$ cat config.mk
export PLATFORM = sky130hd
export DESIGN_NAME = stun_binding_response_parser
export DESIGN_NICKNAME = d
export VERILOG_FILES = /design/src/sv/stunbr_pkg.sv /design/src/sv/stun_binding_response_parser.sv /design/src/sv/stunbr_csr.sv /design/src/sv/stunbr_parse.sv
export SDC_FILE = /design/constraint.sdc
export NUM_CORES = 1
export LEC_CHECK = 0
export BUFFER_PORTS_ARGS = -buffer_cell sky130_fd_sc_hd__buf_2
export CAP_MARGIN = 10
export CORE_UTILIZATION = 45
export DETAILED_ROUTE_END_ITERATION = 10
export RECOVER_POWER = 25
export SYNTH_ARGS = -nofsm -noshare
export SYNTH_HDL_FRONTEND = slang
export SYNTH_SLANG_ARGS = --single-unit
$ cat constraint.sdc
create_clock -name clock -period 8.9 [get_ports clock]
set_clock_uncertainty 0.15 [all_clocks]
set_input_delay 0.445 -clock clock [delete_from_list [all_inputs] [get_ports clock]]
set_output_delay 0.445 -clock clock [all_outputs]
set_load 0.05 [all_outputs]
$ cat src/sv/stunbr_pkg.sv
// ----------------------------------------------------------------------------
// STUN binding-response parser package
// Shared constants, status codes and the result record of the parser.
// ----------------------------------------------------------------------------
package stunbr_pkg;

   localparam logic [31:0] STUN_COOKIE        = 32'h2112A442;
   localparam logic [15:0] BINDING_RESPONSE   = 16'h0101;
   localparam logic [15:0] XOR_MAPPED_ADDRESS = 16'h0020;
   localparam logic [15:0] XMA_VALUE_LENGTH   = 16'd8;
   localparam logic [7:0]  FAMILY_IPV4        = 8'h01;
   localparam int          HEADER_BYTES       = 20;

   localparam int          CSR_ADDR_WIDTH     = 4;
   localparam int          CSR_DATA_WIDTH     = 64;
   localparam logic        CSR_TXID_HIGH      = 1'b0;
   localparam logic        CSR_TXID_LOW       = 1'b1;

   typedef enum logic [2:0] {
      STATUS_OK          = 3'd0,
      STATUS_BAD_HEADER  = 3'd1,
      STATUS_ID_MISMATCH = 3'd2,
      STATUS_TRUNC_MSG   = 3'd3,
      STATUS_TRUNC_ATTR  = 3'd4,
      STATUS_TRUNC_PAD   = 3'd5,
      STATUS_NO_ADDRESS  = 3'd6
   } status_type;

   typedef struct packed {
      status_type  status;
      logic [15:0] mapped_port;
      logic [31:0] mapped_address;
   } result_type;

endpackage

$ cat src/sv/stun_binding_response_parser.sv
// ----------------------------------------------------------------------------
// STUN binding-response parser
// Parses a STUN binding response byte by byte and reports the IPv4
// XOR-MAPPED-ADDRESS with a status on the packet's final byte.
// ----------------------------------------------------------------------------
// The parser takes one packet byte per clock cycle without pauses of its own.
// Each accepted item passes an input register and then the parser core, which
// updates the packet state; the item that carries the last-byte mark, once
// it leaves the input register, loads the core's result into the result
// register. Items that are not marked last produce no result and never
// wait for the result register, so the next packet's bytes flow in while a
// result waits; only a last-marked item waits while an earlier result is still
// held. The expected transaction id is set through the register port at byte
// addresses 0 (upper 32 bits) and 8 (lower 64 bits).
module stun_binding_response_parser #(
   parameter int POSITION_WIDTH = 17
) (
   input  logic                                 clock,
   input  logic                                 reset,
   input  logic                                 req_valid,
   output logic                                 req_ready,
   input  logic [7:0]                           req_data_byte,
   input  logic                                 req_last_byte,
   output logic                                 rsp_valid,
   input  logic                                 rsp_ready,
   output logic [2:0]                           rsp_status,
   output logic [15:0]                          rsp_mapped_port,
   output logic [31:0]                          rsp_mapped_address,
   input  logic                                 csr_psel,
   input  logic                                 csr_penable,
   input  logic                                 csr_pwrite,
   input  logic [stunbr_pkg::CSR_ADDR_WIDTH-1:0] csr_paddr,
   input  logic [stunbr_pkg::CSR_DATA_WIDTH-1:0] csr_pwdata,
   output logic [stunbr_pkg::CSR_DATA_WIDTH-1:0] csr_prdata,
   output logic                                 csr_pready
);
   import stunbr_pkg::*;

   logic        in_valid_ff, in_valid_in;
   logic [7:0]  in_byte_ff;
   logic        in_last_ff;
   logic        out_valid_ff, out_valid_in;
   result_type  out_ff;
   result_type  result;
   logic        advance;
   logic        accept;
   logic [31:0] txid_high;
   logic [63:0] txid_low;

   stunbr_csr u_csr (
      .clock       (clock),
      .reset       (reset),
      .csr_psel    (csr_psel),
      .csr_penable (csr_penable),
      .csr_pwrite  (csr_pwrite),
      .csr_paddr   (csr_paddr),
      .csr_pwdata  (csr_pwdata),
      .csr_prdata  (csr_prdata),
      .csr_pready  (csr_pready),
      .txid_high   (txid_high),
      .txid_low    (txid_low)
   );

   stunbr_parse #(
      .POSITION_WIDTH (POSITION_WIDTH)
   ) u_parse (
      .clock     (clock),
      .reset     (reset),
      .step      (advance),
      .data_byte (in_byte_ff),
      .last_byte (in_last_ff),
      .txid_high (txid_high),
      .txid_low  (txid_low),
      .result    (result)
   );

   assign advance      = in_valid_ff && (!in_last_ff || !out_valid_ff || rsp_ready);
   assign req_ready    = !in_valid_ff || advance;
   assign accept       = req_valid && req_ready;
   assign in_valid_in  = accept || (in_valid_ff && !advance);
   assign out_valid_in = (out_valid_ff && !rsp_ready) || (advance && in_last_ff);

   always_ff @(posedge clock) begin
      if (reset) begin
         in_valid_ff  <= 1'b0;
         out_valid_ff <= 1'b0;
      end else begin
         in_valid_ff  <= in_valid_in;
         out_valid_ff <= out_valid_in;
      end
   end

   always_ff @(posedge clock) begin
      if (accept) begin
         in_byte_ff <= req_data_byte;
         in_last_ff <= req_last_byte;
      end
      if (advance && in_last_ff) begin
         out_ff <= result;
      end
   end

   assign rsp_valid          = out_valid_ff;
   assign rsp_status         = out_ff.status;
   assign rsp_mapped_port    = out_ff.mapped_port;
   assign rsp_mapped_address = out_ff.mapped_address;

endmodule

$ cat src/sv/stunbr_csr.sv
// ----------------------------------------------------------------------------
// STUN parser configuration registers
// APB-style register file holding the expected 96-bit transaction id.
// ----------------------------------------------------------------------------
module stunbr_csr (
   input  logic                                 clock,
   input  logic                                 reset,
   input  logic                                 csr_psel,
   input  logic                                 csr_penable,
   input  logic                                 csr_pwrite,
   input  logic [stunbr_pkg::CSR_ADDR_WIDTH-1:0] csr_paddr,
   input  logic [stunbr_pkg::CSR_DATA_WIDTH-1:0] csr_pwdata,
   output logic [stunbr_pkg::CSR_DATA_WIDTH-1:0] csr_prdata,
   output logic                                 csr_pready,
   output logic [31:0]                          txid_high,
   output logic [63:0]                          txid_low
);
   import stunbr_pkg::*;

   logic [31:0] txid_high_ff;
   logic [63:0] txid_low_ff;
   logic        write_en;
   logic        reg_sel;

   assign write_en   = csr_psel && csr_penable && csr_pwrite;
   assign reg_sel    = csr_paddr[3];
   assign csr_pready = 1'b1;

   always_ff @(posedge clock) begin
      if (reset) begin
         txid_high_ff <= '0;
         txid_low_ff  <= '0;
      end else if (write_en) begin
         if (reg_sel == CSR_TXID_HIGH) begin
            txid_high_ff <= csr_pwdata[31:0];
         end else begin
            txid_low_ff <= csr_pwdata;
         end
      end
   end

   always_comb begin
      if (reg_sel == CSR_TXID_LOW) begin
         csr_prdata = txid_low_ff;
      end else begin
         csr_prdata = {32'd0, txid_high_ff};
      end
   end

   assign txid_high = txid_high_ff;
   assign txid_low  = txid_low_ff;

endmodule

$ cat src/sv/stunbr_parse.sv
// ----------------------------------------------------------------------------
// STUN packet parser core
// Holds the per-packet state, checks the header, walks the attributes and
// forms the result of the final byte.
// ----------------------------------------------------------------------------
module stunbr_parse #(
   parameter int POSITION_WIDTH = 17
) (
   input  logic                   clock,
   input  logic                   reset,
   input  logic                   step,
   input  logic [7:0]             data_byte,
   input  logic                   last_byte,
   input  logic [31:0]            txid_high,
   input  logic [63:0]            txid_low,
   output stunbr_pkg::result_type result
);
   import stunbr_pkg::*;

   localparam int PW = POSITION_WIDTH;
   localparam int W  = POSITION_WIDTH + 1;

   logic [PW-1:0] pos_ff;
   logic          header_fault_ff, header_fault_in;
   logic          id_mismatch_ff, id_mismatch_in;
   logic [15:0]   msg_len_ff, msg_len_in;
   logic [PW-1:0] next_start_ff, next_start_in;
   logic [15:0]   attr_kind_ff, attr_kind_in;
   logic [15:0]   attr_len_ff, attr_len_in;
   logic [7:0]    family_ff, family_in;
   status_type    walk_ff, walk_in;
   logic [15:0]   port_ff, port_in;
   logic [31:0]   addr_ff, addr_in;

   logic [159:0]  hdr_expect;
   logic [4:0]    hdr_idx;
   logic [4:0]    hdr_sel;
   logic [7:0]    want;
   logic          in_header;
   logic [W-1:0]  p_ext;
   logic [W-1:0]  end_pos;
   logic [W-1:0]  off;
   logic          walk_active;
   logic          at_or_after;
   logic [PW-1:0] k;
   logic [PW-1:0] value_start;
   logic          in_value;
   logic [PW-1:0] rel;
   logic [15:0]   len_new;
   logic [16:0]   padded;
   logic [W-1:0]  size;
   status_type    status;

   assign hdr_idx    = pos_ff[4:0];
   assign hdr_sel    = 5'd19 - hdr_idx;
   assign hdr_expect = {BINDING_RESPONSE, 16'd0, STUN_COOKIE, txid_high, txid_low};
   assign want       = hdr_expect[{hdr_sel, 3'b000} +: 8];
   assign in_header  = pos_ff < PW'(HEADER_BYTES);

   assign p_ext       = W'(pos_ff);
   assign end_pos     = W'(HEADER_BYTES) + W'(msg_len_ff);
   assign off         = p_ext + W'(1);
   assign walk_active = !in_header && (p_ext < end_pos) && (walk_ff == STATUS_NO_ADDRESS);
   assign at_or_after = pos_ff >= next_start_ff;
   assign k           = pos_ff - next_start_ff;
   assign value_start = next_start_ff - PW'(8);
   assign in_value    = (attr_kind_ff == XOR_MAPPED_ADDRESS) && (attr_len_ff == XMA_VALUE_LENGTH)
                        && (next_start_ff >= PW'(8)) && (pos_ff >= value_start);
   assign rel         = pos_ff - value_start;
   assign len_new     = {attr_len_ff[15:8], data_byte};
   assign padded      = (17'(len_new) + 17'd3) & ~17'd3;

   always_comb begin
      header_fault_in = header_fault_ff;
      id_mismatch_in  = id_mismatch_ff;
      msg_len_in      = msg_len_ff;
      next_start_in   = next_start_ff;
      attr_kind_in    = attr_kind_ff;
      attr_len_in     = attr_len_ff;
      family_in       = family_ff;
      walk_in         = walk_ff;
      port_in         = port_ff;
      addr_in         = addr_ff;
      if (in_header) begin
         if (hdr_idx inside {[5'd2:5'd3]}) begin
            msg_len_in = {msg_len_ff[7:0], data_byte};
         end else if (hdr_idx inside {[5'd8:5'd19]}) begin
            if (data_byte != want) begin
               id_mismatch_in = 1'b1;
            end
         end else if (data_byte != want) begin
            header_fault_in = 1'b1;
         end
      end else if (walk_active) begin
         if (at_or_after) begin
            if (k[PW-1:2] == '0) begin
               case (k[1:0])
                  2'd0: begin
                     attr_kind_in = {data_byte, 8'd0};
                  end
                  2'd1: begin
                     attr_kind_in = {attr_kind_ff[15:8], data_byte};
                  end
                  2'd2: begin
                     attr_len_in = {data_byte, 8'd0};
                  end
                  default: begin
                     attr_len_in = len_new;
                     if (off + W'(len_new) > end_pos) begin
                        walk_in = STATUS_TRUNC_ATTR;
                     end else if (attr_kind_ff == XOR_MAPPED_ADDRESS
                                  && len_new == XMA_VALUE_LENGTH) begin
                        next_start_in = PW'(off + W'(8));
                     end else if (W'(padded) > end_pos - off) begin
                        walk_in = STATUS_TRUNC_PAD;
                     end else begin
                        next_start_in = PW'(off + W'(padded));
                     end
                  end
               endcase
            end
         end else if (in_value) begin
            if (rel[2:0] == 3'd1) begin
               family_in = data_byte;
            end else if (rel[2:0] inside {[3'd2:3'd3]}) begin
               port_in = {port_ff[7:0], data_byte};
            end else if (rel[2:0] inside {[3'd4:3'd7]}) begin
               addr_in = {addr_ff[23:0], data_byte};
               if (rel[2:0] == 3'd7 && family_ff == FAMILY_IPV4) begin
                  walk_in = STATUS_OK;
               end
            end
         end
      end
   end

   assign size = p_ext + W'(1);

   always_comb begin
      if (size < W'(HEADER_BYTES) || header_fault_in) begin
         status = STATUS_BAD_HEADER;
      end else if (id_mismatch_in) begin
         status = STATUS_ID_MISMATCH;
      end else if (msg_len_in[1:0] != 2'd0
                   || W'(HEADER_BYTES) + W'(msg_len_in) > size) begin
         status = STATUS_TRUNC_MSG;
      end else begin
         status = walk_in;
      end
      result.status = status;
      if (status == STATUS_OK) begin
         result.mapped_port    = port_in ^ STUN_COOKIE[31:16];
         result.mapped_address = addr_in ^ STUN_COOKIE;
      end else begin
         result.mapped_port    = '0;
         result.mapped_address = '0;
      end
   end

   always_ff @(posedge clock) begin
      if (reset || (step && last_byte)) begin
         pos_ff          <= '0;
         header_fault_ff <= 1'b0;
         id_mismatch_ff  <= 1'b0;
         msg_len_ff      <= '0;
         next_start_ff   <= PW'(HEADER_BYTES);
         attr_kind_ff    <= '0;
         attr_len_ff     <= '0;
         family_ff       <= '0;
         walk_ff         <= STATUS_NO_ADDRESS;
         port_ff         <= '0;
         addr_ff         <= '0;
      end else if (step) begin
         if (pos_ff != '1) begin
            pos_ff <= pos_ff + PW'(1);
         end
         header_fault_ff <= header_fault_in;
         id_mismatch_ff  <= id_mismatch_in;
         msg_len_ff      <= msg_len_in;
         next_start_ff   <= next_start_in;
         attr_kind_ff    <= attr_kind_in;
         attr_len_ff     <= attr_len_in;
         family_ff       <= family_in;
         walk_ff         <= walk_in;
         port_ff         <= port_in;
         addr_ff         <= addr_in;
      end
   end

endmodule
==> metrics.cfg <==
[run_status]
status = complete, but fails checks
violations = capacitance limit, slew limit

[drt]
drt-total-wl_um = 69100
via_count = 19110
vias_per_cell = 5.830
drc_errors = 0
drt-wirelength-per-cell_um = 21.08
drtPass1Iterations = 5
drt_iter0_drc = 1411
antenna_left = 0

[clock_network]
ctsResizeCount = 0
clkTransAtPathRegs_ps = 60
cts_buffer_depth = 3
cts_buffers = 37
cts_hold_buf = 68
tritoncts = yes
tritoncts_num_sinks = 301
root_buffer = clkbuf_16
postCtsSetupBuffers = 0
h-tree-depth = 2
clock_latency_ps = 560

[die]
fp.dieW_um = 214.4
num_rows = 77
io_pins = 202
dieArea_sq_um = 45970
core_sq_um = 44320
fp.dieH_um = 214.4
start_util = 0.4581

[yosys]
async_reset_ff_frac = 0
synth_top_cell_area_share = 0.2376
synth_seq_cells = 301
yosysUniqueCellTypes = 81
synth_area_sq_um = 20300
synth.avg_cell_area_sq_um = 8.237
synth_top_cells_by_area = dfxtp_1, ha_1, edfxtp_1, nand2_1, a21oi_1
ys_seq_area_frac = 0.3264
yosys_warnings = 0
syn_inst = 2465
synth_edf_count = 60
synthFlopType = dfxtp_1
yosys-top-cells-count = nand2_1, a21oi_1, dfxtp_1
synth.most_common_cell = nand2_1
yosysTopAreaCell = dfxtp_1
syn-num-nets = 2705

[timing]
max_slew_margin = -1.127
setup_tns_ps = 0
finalHoldViolations = 0
setup_viol = 0
rsz0062_at_grt = false
finalCritPeriodShare = 0.8759
period_minus_slack_ps = 7796
finalMaxSlewViolations = 155
fmax_mhz = 128.3
worst_pin_slew_ps = 3190

[global_route]
first_global_vias = 18370
grtUsageTotal = 0.2918
grt_max_degree = 94
grt_pass1_wl_um = 105800
overflow = 0
antenna_found_initial = 0

[min_path]
holdPathEnd = u_csr.txid_high[31]
min_path_type = in2reg
min_from = csr_pwdata[31]
min_path_cells = 3

[worst_setup_path]
critPathMaxFanout = 49
crit_arrival_ps = 7910
crit_path_top_delay_cell = dfxtp_1
ff2ff_setup_slack_ps = 1100
r2r_cells = 27
critPathKind = reg2reg
slowest_delay_ps = 780
critPathLaunchType = flip-flop
cp_num_buf_inv = 3
rr_endpoint = rsp_mapped_address[9]
cp.required_ps = 9020
crit_family = compound AO/OA/AOI/OAI gates
r2r-start = u_parse.pos_ff[1]
cp-end-kind = flip-flop

[layout]
area_delta_synth_final_pct = 15.91
drive_above_1_share = 0.1217
instances_no_fill = 3278
nets = 2899
fill_cells = 4217
insertedDiodeCount = 0
multi_input_area_sq_um = 12760
regArea_sq_um = 6628

[placement]
hpwl_um = 48930
dp_cells = 3144
portBuffers = 197
place_congestion = 0.9335

[job]
max_cap_violations = 3

[power_and_ir_drop]
p_leak_nw = 9.749
peakVddDrop_uv = 121.1
p_per_area_nw_per_um2 = 137.0

## worst min-delay path: cells and delay by family
| family | cells | cell delay (ps) |
|---|---|---|
| buffers and inverters | 1 | 110 |
| AND/OR/NAND/NOR | 1 | 50 |
| AO/OA/AOI/OAI | 1 | 50 |
## where the power goes
part	internal (mW)	switching (mW)
registers	1.41	0.0164
clock network	0.865	0.620
logic	0.116	0.202
total	2.39	0.838
## area by class of cell
type,instances,share of cell area
flip-flops and latches,301,0.2816
well taps,592,0.03148
clock buffers,50,0.04312
repair buffers,303,0.07975
inverters,95,0.01515
clock inverters,16,0.006699
multi-input cells,1921,0.5422
## registers in the layout, indices dropped and copies added (netlist names)
| register | cells |
|---|---|
| u_parse.family_ff | 8 |
| u_parse.header_fault_ff | 1 |
| u_csr.txid_high | 32 |
| rsp_valid | 1 |
| u_parse.attr_kind_ff | 16 |
| u_parse.addr_ff | 32 |
| rsp_status | 3 |
| u_parse.attr_len_ff | 16 |
| in_valid_ff | 1 |
| u_parse.id_mismatch_ff | 1 |
| u_parse.next_start_ff | 17 |
| u_parse.msg_len_ff | 16 |
| u_csr.txid_low | 64 |
| in_last_ff | 1 |
| rsp_mapped_port | 16 |
| rsp_mapped_address | 32 |
| u_parse.walk_ff | 3 |
| u_parse.port_ff | 16 |
| u_parse.pos_ff | 17 |
| in_byte_ff | 8 |
## kinds of logic after synthesis
kind of cell	after synthesis	synth area share
and+or+nand+nor	952	0.2200
AOI/OAI and AO/OA	505	0.1499
DFF	301	0.3264
buffers and inverters	243	0.04696
muxes	162	0.09626
adders and majority gates	159	0.09909
xor gates and xnor gates	142	0.06126
other	1	0.0001847
## worst max-delay path by stage
stage                           start               endpoint  slack (ps)  cells past startpoint
floorplan           u_parse.pos_ff[0]    rsp_mapped_port[11]        2310                     31
global placement    u_parse.pos_ff[1]  rsp_mapped_address[6]        1490                     27
detailed placement  u_parse.pos_ff[1]  rsp_mapped_address[8]        1400                     27
CTS                 u_parse.pos_ff[1]     rsp_mapped_port[8]        1320                     27
global route        u_parse.pos_ff[1]     rsp_mapped_port[8]         620                     27
finish              u_parse.pos_ff[1]  rsp_mapped_address[9]        1100                     27
## routing by layer
metal,share of wire,global-route usage,up-vias
li1,-,-,9131
met5,0,0,-
met1,0.44,0.3905,9222
met3,0.061,0.04028,103
met4,0.024,0.07952,0
met2,0.47,0.4911,654
## metrics by stage
| stage | hold WS (ps) | setup WS [ps] | power, mW | utilization | cell area (sq um) |
|---|---|---|---|---|---|
| detailed placement | 293.5 | 1395 | 1.740 | 0.4909 | 21760 |
| floorplan | 277.1 | 2306 | 1.632 | - | 20300 |
| finish | 12.08 | 1104 | 3.225 | 0.5310 | 23530 |
| global route | 10.99 | 615.3 | 3.322 | 0.5310 | 23530 |
| CTS | 2.367 | 1320 | 3.244 | 0.5328 | 23610 |
| global placement | 287.1 | 1492 | 1.735 | 0.4909 | 21760 |
## cell usage in the layout (no fill, tap or decap), types with 14 or more instances in the layout
master / netlist / layout
xor2_1: 51 / 51
inv_1: 93 / 93
nand3_1: 54 / 54
nand2_1: 425 / 425
and2_1: 45 / 45
buf_2: 15 / 143
o21ai_0: 69 / 69
nand4_1: 34 / 34
mux2i_1: 94 / 94
mux2_2: 46 / 46
dlygate4sd3_1: 0 / 68
o211ai_1: 16 / 16
ha_1: 152 / 152
nor3_1: 39 / 39
nor4_1: 66 / 65
dfxtp_1: 241 / 240
clkbuf_1: 119 / 65
a211oi_1: 17 / 17
xnor2_1: 91 / 91
clkbuf_16: 0 / 37
mux4_2: 22 / 22
nor2b_1: 18 / 18
buf_4: 2 / 36
and3_1: 19 / 18
a31oi_1: 14 / 14
nand2b_1: 18 / 18
a21o_1: 44 / 44
nor2_1: 172 / 169
edfxtp_1: 60 / 60
a21oi_1: 247 / 247
o21a_1: 14 / 14
Power figures use the tool's default switching activity.
